`config.mk`:
```
export PLATFORM = sky130hd
export DESIGN_NAME = fcrp_ram
export DESIGN_NICKNAME = d
export VERILOG_FILES = /design/src/design/fcrp_ram.sv
export SDC_FILE = /design/constraint.sdc
export NUM_CORES = 1
export LEC_CHECK = 0
export ABC_AREA = 1
export BUFFER_PORTS_ARGS = -buffer_cell sky130_fd_sc_hd__buf_4
export CAP_MARGIN = 20
export CORE_MARGIN = 10
export CORE_UTILIZATION = 55
export CTS_CLUSTER_SIZE = 40
export DETAILED_ROUTE_END_ITERATION = 12
export PLACE_DENSITY = 0.72
export SKIP_CTS_REPAIR_TIMING = 1
export SLEW_MARGIN = 20
export SYNTH_ARGS = -nofsm -noshare
export SYNTH_HDL_FRONTEND = slang
export SYNTH_SLANG_ARGS = --single-unit
export TNS_END_PERCENT = 5
```
`constraint.sdc`:
```
create_clock -name clk -period 2.35 [get_ports clk]
set_input_delay 0.1175 -clock clk [delete_from_list [all_inputs] [get_ports clk]]
set_output_delay 0.1175 -clock clk [all_outputs]
set_load 0.005 [all_outputs]
```
`src/design/fcrp_ram.sv`:
```
// Generic single-write, single-read RAM with registered read data.
`timescale 1ns / 1ps

module fcrp_ram #(
	parameter int WIDTH = 8,
	parameter int DEPTH = 16
) (
	input  logic                     clk,
	input  logic                     we,
	input  logic [$clog2(DEPTH)-1:0] waddr,
	input  logic [WIDTH-1:0]         wdata,
	input  logic [$clog2(DEPTH)-1:0] raddr,
	output logic [WIDTH-1:0]         rdata
);

	logic [WIDTH-1:0] mem [DEPTH];

	always_ff @(posedge clk) begin
		if (we) begin
			mem[waddr] <= wdata;
		end
		rdata <= mem[raddr];
	end

endmodule

```
; Word-level counts from Yosys, hierarchy flattened
; Memories as Yosys holds them, arrays and structs flattened. A register that Yosys moved wholly into a read port is not among the register bits.
; Cells that the tools add are included.
[word_totals]
memories = 1
wordCells = 3
latch_bits = 0
ram_bits = 128
ff_bits = 0
mem_bits_ro = 0
out_inout_bits = 8
[op_classes]
n_div = 0
muxes = 2
addsub = 0
reduce_logical = 0
n_eq_ne = 0
magnitude_cmp = 0
mul = 0
shifts = 0
n_bitwise = 0
[memory_table]
columns = memory, depth, width, read_ports, rd_clocked_by_memory_dff, wr, line
row1 = mem, 16, 8, 1, 1, 1, 16  ; logic [WIDTH-1:0] mem [DEPTH];
[op_table]
columns = cell, count
row1 = 2-to-1 mux 1 bit, 2

; Logic depth before layout (Yosys ltp)
; Gate-level depths: netlist of the first run.
[logic_depth]
ltp_word = 2
depth_mapped = 8
mapped_depth_nobuf = 7

; Worst setup path before layout of the first run
; No wires, ideal clock.
[synth_path]
path_kind = input port to flip-flop
start = input port waddr[2]
end = memory mem[10][0], enable pin
path_stages = 2
arrival_ps = 698
required_time_ps = 1980
setup_slack_ps = 1282
path_cell_list = nand3b_1 -> nor2_1
[synth_rtl]
columns = element, line
row1 = from (decl), 10  ; input logic [$clog2(DEPTH)-1:0] waddr,
row2 = to (decl), 16
; Straight into the memory's write port.

; Worst setup path in the final report of the first run
[layout_path]
start = register rdata[1] (read register of mem)
end = output port rdata[1]
[layout_rtl]
columns = element, line
row1 = from (decl), 13  ; output logic [WIDTH-1:0] rdata
; No word-level cell between the ends.

==> results of run 1 <==
## report_power, final
| group | leakage [nW] | total, mW | switching, mW | internal (mW) |
|---|---|---|---|---|
| Clock | 0.265 | 2.52 | 1.01 | 1.51 |
| Sequential | 1.22 | 2.73 | 0.0157 | 2.71 |
| Combinational | 1.38 | 0.343 | 0.229 | 0.115 |
## final cells by class
type,count,area [µm²]
Tap cell,136,170
Clock inverter,14,151
Clock buffer,18,418
Multi-Input combinational cell,289,1210
Timing Repair Buffer,39,328
Sequential cell,136,4000
Fill cell,810,3610
Inverter,102,383
## flip-flops by register name, indices dropped and copies added, names as in the netlist
register	count
mem	128
rdata	8
## cells in the final DEF, fill, tap and decap left out, drive strengths merged, types with 6 or more instances in the layout
| cell | Yosys | layout |
|---|---|---|
| inv | 102 | 104 |
| buf | 24 | 30 |
| clkbuf | 0 | 18 |
| nor2 | 17 | 17 |
| dfxtp | 8 | 8 |
| dlygate4sd3 | 0 | 9 |
| edfxtp | 128 | 128 |
| nand2 | 173 | 173 |
| clkinv | 0 | 6 |
| nand3 | 97 | 97 |
## routing by layer
layer	global-route usage, %	part of all wire, %	wire [µm]
met1	21.5	41	5160
met2	28.9	51	6340
met3	3.76	6.5	815
met4	7.44	1.7	213
met5	0	0	0
## per-stage QoR
step,instances,instance area (µm²),hold slack [ns],setup WS (ns)
after floorplan,551,5770,0.216,1.28
after global placement,693,6010,0.452,0.792
after detailed placement,693,6010,0.451,0.807
after CTS,725,6580,-0.0848,1.20
after global routing,734,6670,0.0549,1.20
final,734,6670,0.0285,1.20
## worst paths after layout
kind / endpoint / slack (ns)
max: rdata[1] / 1.20
min: rdata[3]$_DFF_P_ / 0.03
max reg2reg: rdata[4]$_DFF_P_ / 1.26
min reg2reg: rdata[3]$_DFF_P_ / 0.67
## cells by family (layout without fill, tap and decap cells)
group	Yosys count	in the layout	share of synthesized area (%)
buffers and inverters	126	173	9.52
flip-flops	136	136	69.4
AND/OR/NAND/NOR	289	289	21.0
==> summary.txt, run 1 <==
Clock tree
  – CTS buffer count: 17
  – Number of buffers on the longest clock path: 2
  – H-tree Lvls: 4
  – Clk slew on worst S/H paths: 0.06 ns
  – CTS tree: done
  – Root Buffer: clkbuf_8
  – Clk sink count: 136
  – Clock network latency to the later pin of the worst-skew pair: 0.52 ns

Timing
  – Max transition margin: 38.2%
  – Final cycle utilization of the critical path: 48.8%
  – Final number of hold-violating endpoints: 0
  – Fin. max-slew vios: 0
  – Number of failing setup endpoints in the final timing report: 0
  – Maximum operating frequency: ~870 MHz
  – Actual transition at the worst max-transition pin: 0.924 ns
  – Minimum clock period after layout: 1.15 ns
  – Worst-case clock skew: 0.00821 ns
  – Unrepaired setup endpoints after global routing: false
  – Setup total negative slack: 0 ns

GRT
  – Largest net degree at the start of global routing: 65
  – Aggregate global-route resource usage: 17.4%
  – Global-route wire length before repair: 19700 µm
  – Grt total ovfl: 0
  – Via count of the first global-routing pass: 3740
  – Number of antenna violations at the first check in global routing: 0

Power and ir drop
  – Worst ir drop on vdd: 0.536 mV
  – Leakage power: 2.87 nW
  – Power per cell area: 838 nW/µm²
  – Overall power: 5.59 mW

Synth
  – Leading cell type by number of instances after synthesis: nand2_1
  – Count of different cell masters after synthesis: 12
  – Summed instance area of the synthesized netlist: 5770 µm²
  – Net Count, Synth: 569
  – Sequential fraction of the synthesis area: 69.4%
  – Cell count after synthesis: 551
  – Post-synth EDFFs: 128
  – Synth Register Bits: 136
  – Number of warnings reported in the yosys synthesis log: 0
  – Area share of the largest cell type after synthesis: between 60% and 70%
  – Dominant cell type by area after synthesis: edfxtp_1
  – Top area cells in the synthesized netlist: edfxtp_1 67%, nand2_1 11%, nand3_1 8.4%
  – Post-synth ARST share: 0%
  – Commonest cells post-synth: 173 x nand2_1, 128 x edfxtp_1, 100 x inv_1, 97 x nand3_1, 17 x nor2_1
  – Avg Inst Size Synth: 10.5 µm²
  – Synth Flop Type: edfxtp_1

Floorplan
  – Die W: roughly 120 µm
  – Die Span Y: 122 µm
  – Total die area: 15000 µm²
  – Initial Utilization: 56.1%
  – Core ar.: 10300 µm²
  – Rows: 37
  – Boundary Pins: 26

Hold path
  – Instance count along the most critical hold path: 4
  – Worst min-delay path class: input port to flop
  – Beginning of the worst hold path: raddr[2]

Worst setup path
  – Cells traversed along the worst timing path: buf_4
  – Critical path buffers and inverters: 1
  – Worst Setup Start Kind: flop
  – Beginning of the critical path: rdata[1]$_DFF_P_
  – Peak fanout along the critical path: 1
  – Worst EP arrival: 1.03 ns
  – Data required time at the worst endpoint: between 2 and 2.5 ns
  – R2r worst-path depth: 6
  – Cell class contributing the biggest share of worst-path delay: flip-flops
  – Start-to-end type of the worst setup path: flop to output port
  – CP endpoint kind: output port
  – Launch instance of the worst register-to-register path: mem[1][4]$_DFFE_PP_
  – Cell with the largest stage delay on the worst path: dfxtp_1
  – Logic depth of the worst setup path including buffers: 1
  – Max incr delay on CP: 0.38 ns

Detailed routing
  – DRC errors left: 0
  – Number of search-and-repair iterations in the first detailed-routing pass: 5
  – Post-detailed-routing wire length: 12500 µm
  – Routed length per placed instance: 17.1 µm
  – Violation count after the first detailed-route iteration: 614
  – Average vias per placed instance: 5.20
  – Antenna viol nets, final: 0
  – Via Count: 3819

Placement
  – Final RePlAce weighted congestion: 0.830
  – IO buf count: 25
  – Sum of net half-perimeters after detailed placement: 7500 µm

Run
  – Maximum capacitance violations: 0

Cells and area
  – Share of layout cells above drive strength 1: 10.4%
  – Number of antenna diodes: 0
  – Core Util, Final: 64.9%
  – Final layout net count: 603
  – Area Growth Syn to Fin: 15.6%

Outcome
  – Run status: finished clean
Power figures use the tool's default switching activity.
==> inputs of run 2 (changes only) <==
- PLACE_DENSITY: 0.72 -> 0.75
- clock period: 2.35 -> 1 ns (I/O delays scaled with it)
==> summary.txt, run 2 (synthesized netlist as in run 1, its figures left out) <==
Run
  – Maximum capacitance violations: 0 (unchanged)

GRT
  – Global-route wire length before repair: 20400 µm (+3.2%)
  – Grt total ovfl: 0 (unchanged)
  – Via count of the first global-routing pass: 3773 (+0.88%)
  – Number of antenna violations at the first check in global routing: 0 (unchanged)
  – Aggregate global-route resource usage: 18.4% (+1.1 points)
  – Largest net degree at the start of global routing: 45 (-31%)

Timing
  – Setup total negative slack: -0.143 ns (-0.143 ns)
  – Actual transition at the worst max-transition pin: 0.363 ns (-0.561 ns)
  – Worst-case clock skew: 0.00935 ns (+0.00114 ns)
  – Final cycle utilization of the critical path: 104%
  – Final number of hold-violating endpoints: 0 (unchanged)
  – Setup slack of the critical path after layout: -0.0400 ns (-1.24 ns)
  – Max transition margin: 75.8% (+38 points)
  – Minimum clock period after layout: 1.04 ns
  – Number of failing setup endpoints in the final timing report: 8 (+8)
  – Unrepaired setup endpoints after global routing: true
  – Maximum operating frequency: 962 MHz
  – Fin. max-slew vios: 0 (unchanged)

Floorplan
  – Die Span Y: 122 µm (unchanged)
  – Rows: 37 (unchanged)
  – Core ar.: 10300 µm² (unchanged)
  – Initial Utilization: 56.1% (unchanged)
  – Die W: 122 µm (unchanged)
  – Boundary Pins: 26 (unchanged)
  – Total die area: 15000 µm² (unchanged)

Worst setup path
  – Cell class contributing the biggest share of worst-path delay: flip-flops
  – Cell with the largest stage delay on the worst path: dfxtp_2
  – Start-to-end type of the worst setup path: flop to output port
  – Data required time at the worst endpoint: 0.95 ns (-1.28 ns)
  – Peak fanout along the critical path: 1 (unchanged)
  – Worst Setup Start Kind: flop
  – Cells traversed along the worst timing path: buf_6
  – Critical path buffers and inverters: 1 (unchanged)
  – CP endpoint kind: output port
  – Max incr delay on CP: 0.36 ns (-0.02 ns)
  – Worst EP arrival: 0.99 ns (-0.04 ns)

Power and ir drop
  – Internal power component: 11.6 mW (+170%)
  – Overall power: 14.5 mW (+160%)
  – Sequential fraction of design power: 44.3% (-4.5 points)
  – Leakage power: 3.13 nW (+9.1%)
  – Power per cell area: 2030 nW/µm² (+140%)
  – Clock share of power: 49.2% (+4.1 points)
  – Switching share of power: 20.0% (-2.4 points)
  – Worst ir drop on vdd: 1.67 mV (+210%)
  – Switching power: 2.90 mW (+130%)
  – Combinational fraction of design power: 6.5% (+0.4 points)

Detailed routing
  – Violation count after the first detailed-route iteration: 450 (-27%)
  – DRC errors left: 0 (unchanged)
  – Number of search-and-repair iterations in the first detailed-routing pass: 5 (unchanged)
  – Via Count: 3973 (+4.0%)
  – Antenna viol nets, final: 0 (unchanged)
  – Post-detailed-routing wire length: 13600 µm (+8.6%)
  – Routed length per placed instance: 18.0 µm (+5.2%)
  – Average vias per placed instance: 5.24 (+0.74%)

Cells and area
  – Final layout net count: 627 (+4.0%)
  – Largest regs: mem (128), rdata (8)
  – Area Growth Syn to Fin: 24.2%
  – Multi-input gate area: 1330 µm² (+9.9%)
  – Highest-count cells in the layout ignoring fill and taps: 173 x nand2_1, 128 x edfxtp_1, 100 x inv_1, 73 x nand3_1, 43 x buf_4
  – Number of standard cells in the final layout excluding fillers: 758 (+3.3%)
  – Fillcell total: 701 (-13%)
  – Most common cell after layout, fill and taps aside: nand2_1
  – Storage cell area: 4010 µm² (+0.16%)
  – Flip-flop count of the largest register after layout: 128 (unchanged)
  – Largest register by flop count: mem
  – Number of antenna diodes: 0 (unchanged)
  – Share of layout cells above drive strength 1: 18.3% (+8.0 points)

Placement
  – Sum of net half-perimeters after detailed placement: 8180 µm (+9.0%)
  – Count of placed standard cells including taps: 716 (+3.3%)
  – IO buf count: 25 (unchanged)
  – Final RePlAce weighted congestion: 0.865 (+4.2%)

Clock tree
  – Root Buffer: clkbuf_8
  – H-tree Lvls: 4 (unchanged)
  – CTS buffer count: 17 (unchanged)
  – Number of buffers on the longest clock path: 2 (unchanged)
  – Clk slew on worst S/H paths: 0.06 ns (about the same)
  – Clk sink count: 136 (unchanged)
  – CTS tree: done
  – Clock network latency to the later pin of the worst-skew pair: 0.53 ns (about the same)

Outcome
  – Run status: finished with violations
  – Failing checks: negative setup slack

Hold path
  – Worst min-delay path class: input port to flop
## run 2: path summary, 6_finish.rpt
path | start | end | slack [ns] | cells after the start
hold reg to reg | mem[2][2]$_DFFE_PP_ | rdata[2]$_DFF_P_ | 0.69 | 6
setup reg to reg | mem[9][0]$_DFFE_PP_ | rdata[0]$_DFF_P_ | 0.01 | 6
hold / removal | raddr[1] | rdata[7]$_DFF_P_ | 0.12 | 6
setup / recovery | rdata[4]$_DFF_P_ | rdata[4] | -0.04 | 1
## run 2: final cells by class
cell class,instances,share of cell area (%)
clock buffer,20,6.08
timing repair buffer,63,8.09
sequential,136,56.0
multi-input combinational,289,18.6
clock inverter,12,3.48
tap,136,2.38
inverter,102,5.35
## run 2: power by group through the flow
stage          combinational, mW  sequential (mW)  clock, mW
3_3_place_gp               0.824             6.53          0
5_1_grt                     1.03             6.44       7.43
6_report                   0.950             6.43       7.14
4_1_cts                    0.857             6.42       7.16
2_1_floorplan              0.450             6.53          0
3_5_place_dp               0.844             6.54          0
## run 2: per-layer routing
| metal | wire length, µm | vias up | global-route usage, % | share of wire [%] |
|---|---|---|---|---|
| met3 | 1020 | 23 | 6.38 | 7.5 |
| li1 | - | 1892 | - | - |
| met5 | 0 | - | 0 | 0 |
| met1 | 5590 | 1891 | 23.4 | 41 |
| met2 | 6640 | 167 | 28.3 | 49 |
| met4 | 363 | 0 | 7.81 | 2.7 |
## run 2: stage by stage
| step | utilization, % | worst slack, ns | cell area [µm²] | hold slack (ns) |
|---|---|---|---|---|
| after floorplan | - | -0.000845 | 5770 | 0.149 |
| after global placement | 60.6 | -0.0628 | 6230 | 0.389 |
| after detailed placement | 60.6 | -0.0786 | 6230 | 0.395 |
| after CTS | 67.3 | -0.0852 | 6920 | -0.157 |
| after global routing | 69.7 | -0.0791 | 7160 | 0.128 |
| final | 69.7 | -0.0400 | 7160 | 0.115 |
